File: src/design/pcs_pkg.sv
// shared types and constants for the python comment stripper
// no dependencies; used by pcs_step and python_comment_stripper
package pcs_pkg;

  localparam logic [7:0] CH_HASH  = 8'h23;
  localparam logic [7:0] CH_SQ    = 8'h27;
  localparam logic [7:0] CH_DQ    = 8'h22;
  localparam logic [7:0] CH_NL    = 8'h0A;
  localparam logic [7:0] CH_TAB   = 8'h09;
  localparam logic [7:0] CH_SPACE = 8'h20;
  localparam logic [7:0] CH_BSL   = 8'h5C;

  localparam logic [1:0] RUN_FULL  = 2'd3;
  localparam logic [1:0] BLANK_MAX = 2'd2;

  localparam logic [1:0] DOC_NONE   = 2'd0;
  localparam logic [1:0] DOC_SINGLE = 2'd1;
  localparam logic [1:0] DOC_DOUBLE = 2'd2;

  typedef struct packed {
    logic [1:0] doc_mode;
    logic       single_open;
    logic [1:0] single_run;
    logic       double_open;
    logic [1:0] double_run;
    logic [7:0] prev_char;
    logic [7:0] last_kept;
    logic [1:0] blank_run;
    logic       escape_pending;
    logic       in_comment;
  } pcs_state_t;

  localparam pcs_state_t STATE_RST = '{
    doc_mode:       DOC_NONE,
    single_open:    1'b0,
    single_run:     2'd0,
    double_open:    1'b0,
    double_run:     2'd0,
    prev_char:      8'h00,
    last_kept:      CH_SPACE,
    blank_run:      2'd0,
    escape_pending: 1'b0,
    in_comment:     1'b0
  };

endpackage

File: src/design/pcs_step.sv
// next-state and keep/drop decision for one source byte
// depends on pcs_pkg
module pcs_step (
  input  pcs_pkg::pcs_state_t state_i,
  input  logic [7:0]          char_i,
  input  logic                last_i,
  output pcs_pkg::pcs_state_t state_o,
  output logic                emit_o,
  output logic [7:0]          char_o
);
  import pcs_pkg::*;

  typedef struct packed {
    logic [1:0] doc_mode;
    logic [1:0] run;
    logic       open;
    logic       other_open;
    logic       skip;
  } quote_res_t;

  // quote handling for one quote kind
  function automatic quote_res_t quote_upd(
    input logic [1:0] doc_mode,
    input logic [1:0] run,
    input logic       open,
    input logic       other_open,
    input logic       prev_is_q,
    input logic       esc,
    input logic [1:0] kind
  );
    quote_res_t r;
    r.doc_mode   = doc_mode;
    r.run        = run;
    r.open       = open;
    r.other_open = other_open;
    r.skip       = 1'b0;
    if (doc_mode != DOC_NONE) begin
      if (run == RUN_FULL || prev_is_q) begin
        if (run != 2'd0) r.run = run - 2'd1;
      end else begin
        r.run = RUN_FULL;
      end
      r.doc_mode = (r.run != 2'd0) ? kind : DOC_NONE;
      r.skip     = (r.doc_mode == DOC_NONE);
    end else begin
      if ((run == 2'd0 && !(open || other_open)) || prev_is_q) begin
        if (run != RUN_FULL) r.run = run + 2'd1;
      end
      r.doc_mode = (r.run == RUN_FULL) ? kind : DOC_NONE;
      if (r.doc_mode != DOC_NONE) begin
        r.open       = 1'b0;
        r.other_open = 1'b0;
        r.skip       = 1'b1;
      end else if (!other_open) begin
        if (open) begin
          if (!esc) begin
            r.open = 1'b0;
            r.skip = 1'b1;
          end
        end else begin
          r.open = 1'b1;
        end
      end
    end
    return r;
  endfunction

  always_comb begin
    pcs_state_t n;
    quote_res_t qr;
    logic       skip;
    logic       kept;
    logic       any_q;
    n    = state_i;
    qr   = '0;
    skip = 1'b0;
    kept = 1'b0;
    any_q = state_i.single_open || state_i.double_open || state_i.doc_mode != DOC_NONE;

    if (!state_i.in_comment && !any_q && !state_i.escape_pending && char_i == CH_HASH) begin
      n.in_comment = 1'b1;
      n.blank_run  = 2'd0;
    end else if (state_i.in_comment && char_i != CH_NL) begin
      // comment byte, dropped
    end else begin
      if (char_i == CH_NL) begin
        skip         = (state_i.last_kept == CH_NL);
        n.in_comment = 1'b0;
        n.blank_run  = 2'd0;
      end else if (char_i == CH_DQ) begin
        if (state_i.doc_mode != DOC_SINGLE) begin
          qr = quote_upd(state_i.doc_mode, state_i.double_run, state_i.double_open,
                         state_i.single_open, state_i.prev_char == CH_DQ,
                         state_i.escape_pending, DOC_DOUBLE);
          n.doc_mode    = qr.doc_mode;
          n.double_run  = qr.run;
          n.double_open = qr.open;
          n.single_open = qr.other_open;
          skip          = qr.skip;
        end
        n.blank_run = 2'd0;
      end else if (char_i == CH_SQ) begin
        if (state_i.doc_mode != DOC_DOUBLE) begin
          qr = quote_upd(state_i.doc_mode, state_i.single_run, state_i.single_open,
                         state_i.double_open, state_i.prev_char == CH_SQ,
                         state_i.escape_pending, DOC_SINGLE);
          n.doc_mode    = qr.doc_mode;
          n.single_run  = qr.run;
          n.single_open = qr.open;
          n.double_open = qr.other_open;
          skip          = qr.skip;
        end
        n.blank_run = 2'd0;
      end else if (char_i == CH_TAB || char_i == CH_SPACE) begin
        if (state_i.last_kept == CH_NL) skip = 1'b1;
        else if (state_i.blank_run < BLANK_MAX) n.blank_run = state_i.blank_run + 2'd1;
      end else begin
        n.blank_run = 2'd0;
      end

      // run counters follow the docstring mode left by this byte
      if (n.doc_mode == DOC_SINGLE) begin
        if (n.single_run < RUN_FULL && char_i != CH_SQ) n.single_run = RUN_FULL;
        n.double_run = 2'd0;
      end else if (n.doc_mode == DOC_DOUBLE) begin
        if (n.double_run < RUN_FULL && char_i != CH_DQ) n.double_run = RUN_FULL;
        n.single_run = 2'd0;
      end else begin
        if (char_i != CH_SQ) n.single_run = 2'd0;
        if (char_i != CH_DQ) n.double_run = 2'd0;
      end

      if (!skip && !(n.single_open || n.double_open || n.doc_mode != DOC_NONE)
          && n.blank_run < BLANK_MAX) begin
        kept        = 1'b1;
        n.last_kept = char_i;
      end
      n.escape_pending = (char_i == CH_BSL) ? !state_i.escape_pending : 1'b0;
    end
    n.prev_char = char_i;

    emit_o  = kept;
    char_o  = kept ? char_i : 8'h00;
    state_o = last_i ? STATE_RST : n;
  end

endmodule

File: src/design/python_comment_stripper.sv
// python comment stripper: one source byte in, one keep/drop result out
// result path: the input register, then the result register
// throughput: one byte per cycle while not stalled; the state update is a single pass of pcs_step
// stalls only when both the input and result registers are full and the result is not taken downstream
// reset: async active low, clears the stripper state and both valid flags
// the stripper state also returns to its reset value after an item with tlast set
module python_comment_stripper (
  input  logic        clk_i,
  input  logic        rst_ni,
  input  logic        s_axis_tvalid,
  output logic        s_axis_tready,
  input  logic [7:0]  s_axis_tdata,   // [7:0] in_char
  input  logic        s_axis_tlast,   // in_last
  output logic        m_axis_tvalid,
  input  logic        m_axis_tready,
  output logic [7:0]  m_axis_tdata,   // [7:0] out_char
  output logic        m_axis_tuser,   // [0] emit
  output logic        m_axis_tlast    // out_last
);
  import pcs_pkg::*;

  logic       in_v_q;
  logic [7:0] in_char_q;
  logic       in_last_q;
  logic       out_v_q;
  logic       emit_q;
  logic [7:0] out_char_q;
  logic       out_last_q;
  pcs_state_t state_q, state_d;
  logic       step_emit;
  logic [7:0] step_char;
  logic       advance;

  // compute stage moves forward when the result register is free or being drained
  assign advance       = !out_v_q || m_axis_tready;
  assign s_axis_tready = !in_v_q || advance;

  pcs_step u_step (
    .state_i (state_q),
    .char_i  (in_char_q),
    .last_i  (in_last_q),
    .state_o (state_d),
    .emit_o  (step_emit),
    .char_o  (step_char)
  );

  always_ff @(posedge clk_i or negedge rst_ni) begin
    if (!rst_ni) begin
      in_v_q  <= 1'b0;
      out_v_q <= 1'b0;
      state_q <= STATE_RST;
    end else begin
      if (s_axis_tready) in_v_q <= s_axis_tvalid;
      if (advance) out_v_q <= in_v_q;
      if (advance && in_v_q) state_q <= state_d;
    end
  end

  always_ff @(posedge clk_i) begin
    if (s_axis_tready && s_axis_tvalid) begin
      in_char_q <= s_axis_tdata;
      in_last_q <= s_axis_tlast;
    end
    if (advance && in_v_q) begin
      emit_q     <= step_emit;
      out_char_q <= step_char;
      out_last_q <= in_last_q;
    end
  end

  assign m_axis_tvalid = out_v_q;
  assign m_axis_tdata  = out_char_q;
  assign m_axis_tuser  = emit_q;
  assign m_axis_tlast  = out_last_q;

`ifndef SYNTH
  a_drop_zero: assert property (@(posedge clk_i) disable iff (!rst_ni)
    (m_axis_tvalid && !m_axis_tuser) |-> (m_axis_tdata == 8'h00))
    else $error("dropped item carries nonzero char");

  a_doc_code: assert property (@(posedge clk_i) disable iff (!rst_ni)
    state_q.doc_mode != 2'd3)
    else $error("invalid docstring mode");

  a_one_open: assert property (@(posedge clk_i) disable iff (!rst_ni)
    !(state_q.single_open && state_q.double_open))
    else $error("both plain strings open");

  a_last_reset: assert property (@(posedge clk_i) disable iff (!rst_ni)
    (advance && in_v_q && in_last_q) |=> (state_q == STATE_RST))
    else $error("state not cleared after last item");
`endif

endmodule
File: config.mk
export PLATFORM = sky130hd
export DESIGN_NAME = python_comment_stripper
export DESIGN_NICKNAME = d
export VERILOG_FILES = /design/src/design/pcs_pkg.sv /design/src/design/pcs_step.sv /design/src/design/python_comment_stripper.sv
export SDC_FILE = /design/constraint.sdc
export NUM_CORES = 1
export LEC_CHECK = 0
export BUFFER_PORTS_ARGS = -buffer_cell sky130_fd_sc_hd__buf_2
export CORE_MARGIN = 2
export CORE_UTILIZATION = 29
export CTS_CLUSTER_SIZE = 30
export DETAILED_ROUTE_END_ITERATION = 12
export GPL_ROUTABILITY_DRIVEN = 0
export MAX_ROUTING_LAYER = met4
export SETUP_SLACK_MARGIN = 0.02
export SLEW_MARGIN = 20
export SYNTH_ARGS = -nofsm -noshare
export SYNTH_HDL_FRONTEND = slang
export SYNTH_HIERARCHICAL = 1
export SYNTH_SLANG_ARGS = --single-unit
File: constraint.sdc
create_clock -name clk_i -period 3.15 [get_ports clk_i]
set_clock_uncertainty 0.05 [all_clocks]
set_input_delay 0.7875 -clock clk_i [delete_from_list [all_inputs] [get_ports clk_i]]
set_output_delay 0.7875 -clock clk_i [all_outputs]
set_load 0.1 [all_outputs]
# Word-level counts from Yosys, hierarchy flattened
# Index checks and enable logic that the tools add are counted.
[totals]
reg_bits = 49
inputBits = 13
output_inout_bits = 12
word_cells = 211
[op_classes]
n_reduce_logical = 49
order_cmp = 4
n_eq_ne = 26
add_sub_neg = 5
mux = 110
[op_table]
columns = ["operator", "n"]
rows = [
  ["$mux W2", 57],
  ["$mux W8", 7],
  ["$eq A8 B6 Y1 const B", 6],
  ["$mux W1", 37],
  ["$mux W28", 1],
  ["$eq A8 B4 Y1 const B", 3],
  ["$reduce_bool A2 Y1", 9],
  ["$ne A8 B6 Y1 const B", 2],
  ["$logic_and A1 B1 Y1", 12],
  ["$mux W12", 1],
  ["$mux W6", 2],
  ["$logic_or A1 B1 Y1", 11],
  ["$eq A2 B2 Y1 const B", 5],
  ["$ne A2 B2 Y1 const B", 5],
  ["$mux W3", 3],
  ["$eq A8 B7 Y1 const B", 1],
  ["$logic_not A1 Y1", 8],
  ["$logic_not A2 Y1", 4],
  ["$lt A2 B2 Y1 const B", 4],
  ["$mux W4", 2],
  ["$ne A8 B4 Y1 const B", 1],
  ["$add A2 B1 Y2 const B", 3],
  ["$reduce_and A3 Y1", 2],
  ["$reduce_and A4 Y1", 1],
  ["6 further kinds", 7],
]

# Depth between registers and ports, before layout
[logic_depth]
depth_word = 32
depth_mapped = 11
ltp_nobuf = 8

# Hierarchy
# The synthesis kept the hierarchy.
[by_module_without_submodules]
columns = ["module", "area_each_um2", "seq_area_each_um2", "instances", "cells_each"]
rows = [
  ["python_comment_stripper", 1751.7, 1322.5, 1, 87],
  ["pcs_step", 1149.9, 0.0, 1, 182],
]

# Worst setup path before layout
# Ideal clock, no wire load.
[synth_path]
path_type = "flip-flop to flip-flop"
start = "register in_char_q[4]"
end = "register state_q[10] in the netlist's numbering"
t_arrival_ps = 2960
required_ps = 2975
n_path_buf = 0
path_slack_ps = 15
path_stages_with_launch = 9
synth_period_minus_slack_ps = 3135
setup_ps = 125
path_cell_list = "edfxtp_1 -> or4b_1 -> or3_4 -> o221ai_2 -> o211a_1 -> nand4_2 -> nor3b_4 -> mux2_2 -> mux2_4"
[synth_between]
elab_chain_len = 13
word_cells_on_any_way = 40
cone_classes = "order compare: 1; eq/ne: 9; mux: 18; reduce/logical: 12"
[synth_rtl]
columns = ["item", "line_no", "source"]
rows = [
  ["start, declared", "python_comment_stripper.sv:23", "logic [7:0] in_char_q;"],
  ["start signal, assigned", "python_comment_stripper.sv:61", "in_char_q <= s_axis_tdata;"],
  ["parallel branches: the longest is 12 deep, another holds $lt A2 B2 Y1", "-", ""],
  ["$reduce_and A4 Y1 (no source line) *", "-", ""],
  ["end signal, assigned", "python_comment_stripper.sv:55", "if (advance && in_v_q) state_q <= state_d;"],
  ["end, declared", "python_comment_stripper.sv:29", "pcs_state_t state_q, state_d;"],
]
# Mark *: on every way between the ends. The select of a mux whose other input is x is not followed.
# A chain may end at the register's enable or synchronous reset.

# Final worst setup path
[layout_path]
start = "register in_char_q[7]"
end = "register state_q[7] in the netlist's numbering"
# Same word-level chain as after synthesis.

==> summary.md <==
| Metric | Value |
|---|---|
| Run status | `finished, final reports clean` |
| First-pass GRT wire length | `approximately 12,000 µm` |
| CTS tree | `built` |
| Syn Area/Cell | `10.8 µm²` |
| Setup WS post-layout | `between 0.02 and 0.025 ns` |
| Yosys warning count | `6` |
| Commonest cells after routing, fill and taps aside | `33 x buf_4, 29 x dfrtp_1, 24 x buf_2` |
| Fillers | `~1,000` |
| Setup crit start kind | `register` |
| Antenna fix cells | `0` |
| Headroom to the max-slew limit | `between 40% and 50%` |
| Hpwl dp | `about 5200 µm` |
| Ranking of synthesized cells by area | `dfrtp_1 25%, edfxtp_1 20%, mux2_2 10%` |
| Final Hold Vio Count | `0` |
| Layout cell share with drive strength beyond 1 | `roughly a third` |
| Post-synthesis cell type count | `approximately 60` |
| Crit Reg-Reg Startpoint | `in_char_q[7]` |
| Mapped Cells | `between 200 and 300` |
| Vias per std cell | `roughly 5.0` |
| FP Rows | `36` |
| Slowest CP cell | `or4b_4` |
| Initial core utilization | `roughly 30%` |
| CP arrival | `about 3.3 ns` |
| Fraction of registers with async set/reset | `61.2%` |
| Number of synthesized flops with an enable pin | `19` |
| RR Endpoint | `state_q[7]` |
| Unrepaired setup endpoints after global routing | `true` |
| Share of the synthesized area in the top cell type | `25.0%` |
| DRC Markers | `0` |
| Nets | `roughly 330` |
| Crit Path Category | `register to register` |
| Die width | `~100 µm` |
| Hold Path Class | `register to register` |
| H-tree levels | `2` |
| Worst-Margin Slew | `a little over 0.8 ns` |
| Largest net degree at the start of global routing | `31` |
| F_max | `0.320 GHz` |
| Final WL | `between 7000 and 8000 µm` |
| Antenna Violating Nets Remaining | `0` |
| Reg area | `0.00132 mm²` |
| Die area | `between 0.01 and 0.015 mm²` |
| Drt first pass iters | `4` |
| Worst Setup SP | `in_char_q[7]` |
| Reg2Reg Depth | `10` |
| Multi-input gate area | `~0.0015 mm²` |
| Skew-Pair Late Insertion Delay | `~0.31 ns` |
| Required time of the worst setup path | `around 3.3 ns` |
| Vias in the first global route | `between 2,000 and 2,500` |
| Initial antenna violation count | `0` |
| Max incr delay on CP | `~0.6 ns` |
| Pwr Density | `443 mW/mm²` |
| Setup crit end kind | `register` |
| Placeable core area | `between 0.009 and 0.01 mm²` |
| Top delay family on crit path | `simple AND/OR/NAND/NOR gates` |
| Biggest area consumer among synthesized cells | `dfrtp_1` |
| # IOs | `25` |
| Congestion Overflow GR | `0` |
| Critical Path Stages | `10` |
| Area Growth Syn to Fin | `21.7%` |
| Syn_nets | `~280` |
| Dominant synthesized flop cell | `dfrtp_1` |
| Max-cap violations | `0` |
| DR iter-0 viols | `150` |
| DIE HEIGHT | `104 µm` |
| Crit Path Max Fanout | `8` |
| Pleak | `1.46 nW` |
| Period utilization | `around 99%` |
| R2r setup slk | `~0.023 ns` |
| Commonest non-fill, non-tap cell in the layout | `buf_4` |
| Final min period | `~3.1 ns` |
| Clock tree buffer depth | `2` |
| Peak VDD IR | `0.000259 V` |
| Clock slew at reported path FFs | `0.10 ns` |
| Crit path capture | `state_q[7]` |
| Final setup violation count | `0` |
| Clk sinks | `49` |
| GRT Overall Usage | `14.0%` |
| IO Port Bufs | `24` |
| FF+latch count, synth | `49` |
| Sequential-to-total area share from yosys stat | `45.6%` |
| CTS Buf Count | `5` |
| Setup Total Neg Slack | `0 ns` |
| Max-slew violation count | `0` |
| CP bufs+invs | `2` |
| WL/cell | `between 15 and 20 µm` |
| Vias | `~2,300` |
| Dpl ws | `-0.0183 ns` |
| Synthesized cell area | `around 0.0029 mm²` |
| Root Driver | `clkbuf_8` |
| Crit path cell chain | `or4b_4, a2111oi_2, buf_4, o21a_1, o32a_1, nand4_2, nor3b_4, buf_12, mux2_2, mux2_4` |
[worst reg2reg max path: stages (launching register included)]
cell,delay [ns]
edfxtp_1,0.40
or4b_4,0.59
a2111oi_2,0.33
buf_4,0.17
o21a_1,0.13
o32a_1,0.18
nand4_2,0.13
nor3b_4,0.28
buf_12,0.16
mux2_2,0.33
mux2_4,0.26
[cells in the mapped netlist (all sizes together), types with 2 or more instances]
master	n
mux2	35
dfrtp	29
nor2	20
edfxtp	19
nor2b	18
nand2	17
and2	13
a21oi	10
o21ai	10
clkbuf	9
a211oi	7
inv	6
nand3	6
nor3	6
buf	5
nand4	5
nand2b	4
nor4bb	4
a21o	3
nand3b	3
a221oi	2
nor3b	2
nor4	2
nor4b	2
o211ai	2
o21bai	2
o221ai	2
or4	2
[worst min path at each step]
stage / start / to / cells after the start
2_1_floorplan: in_v_q / m_axis_tvalid / 1
3_3_place_gp: in_v_q / m_axis_tvalid / 1
3_5_place_dp: in_v_q / m_axis_tvalid / 1
4_1_cts: in_v_q / m_axis_tvalid / 1
5_1_grt: in_v_q / m_axis_tvalid / 1
6_report: in_v_q / m_axis_tvalid / 1
[per-stage QoR]
stage	cell area (µm²)	util (%)	hold slack [ns]	instances	power [W]
finish	3530	36.3	0.460	454	0.00156
global route	3530	36.3	0.501	454	0.00162
CTS	3460	35.6	0.465	450	0.00156
detailed placement	3330	34.2	0.444	440	0.00111
global placement	3330	34.2	0.429	440	0.00110
floorplan	2910	-	0.405	269	0.00102
[flip-flops by register name (all words and copies together) (netlist names)]
register,flops
in_char_q,8
in_last_q,1
in_v_q,1
m_axis_tdata,8
m_axis_tlast,1
m_axis_tuser,1
m_axis_tvalid,1
state_q,28
[final cells by class]
| class | count | share of cell area, % |
|---|---|---|
| multi-input combinational | 200 | 43.1 |
| sequential | 49 | 37.5 |
| timing repair buffer | 58 | 11.0 |
| tap | 133 | 4.71 |
| clock buffer | 6 | 2.06 |
| clock inverter | 2 | 1.10 |
| inverter | 6 | 0.638 |
[power by group]
part / internal [W] / switching (W) / total, W
registers: 0.000726 / 0.0000444 / 0.000770
clock network: 0.000239 / 0.000219 / 0.000457
logic: 0.000135 / 0.000201 / 0.000335
[layer usage]
| metal | track usage (%) | up-vias | wire, µm |
|---|---|---|---|
| met2 | 21.4 | 77 | 3280 |
| met1 | 19.1 | 1102 | 3400 |
| li1 | - | 1093 | - |
| met4 | 4.25 | 0 | 184 |
| met5 | - | - | 0 |
| met3 | 2.13 | 14 | 349 |
[timing repair]
item	4_1_cts	5_1_grt
pin swaps	2	3
setup endpoints to repair	7	7
buffers inserted	2	4
hold buffers	0	0
gates cloned	0	0
resized for setup	1	9
[logic make-up after synthesis]
kind of cell,count (synthesis),synth area share [%]
simple gates,111,22.5
compound gates,52,12.6
flops,49,45.6
mux,36,15.1
buf+inv,20,3.79
fa+ha+maj,1,0.431
Power figures use the tool's default switching activity.
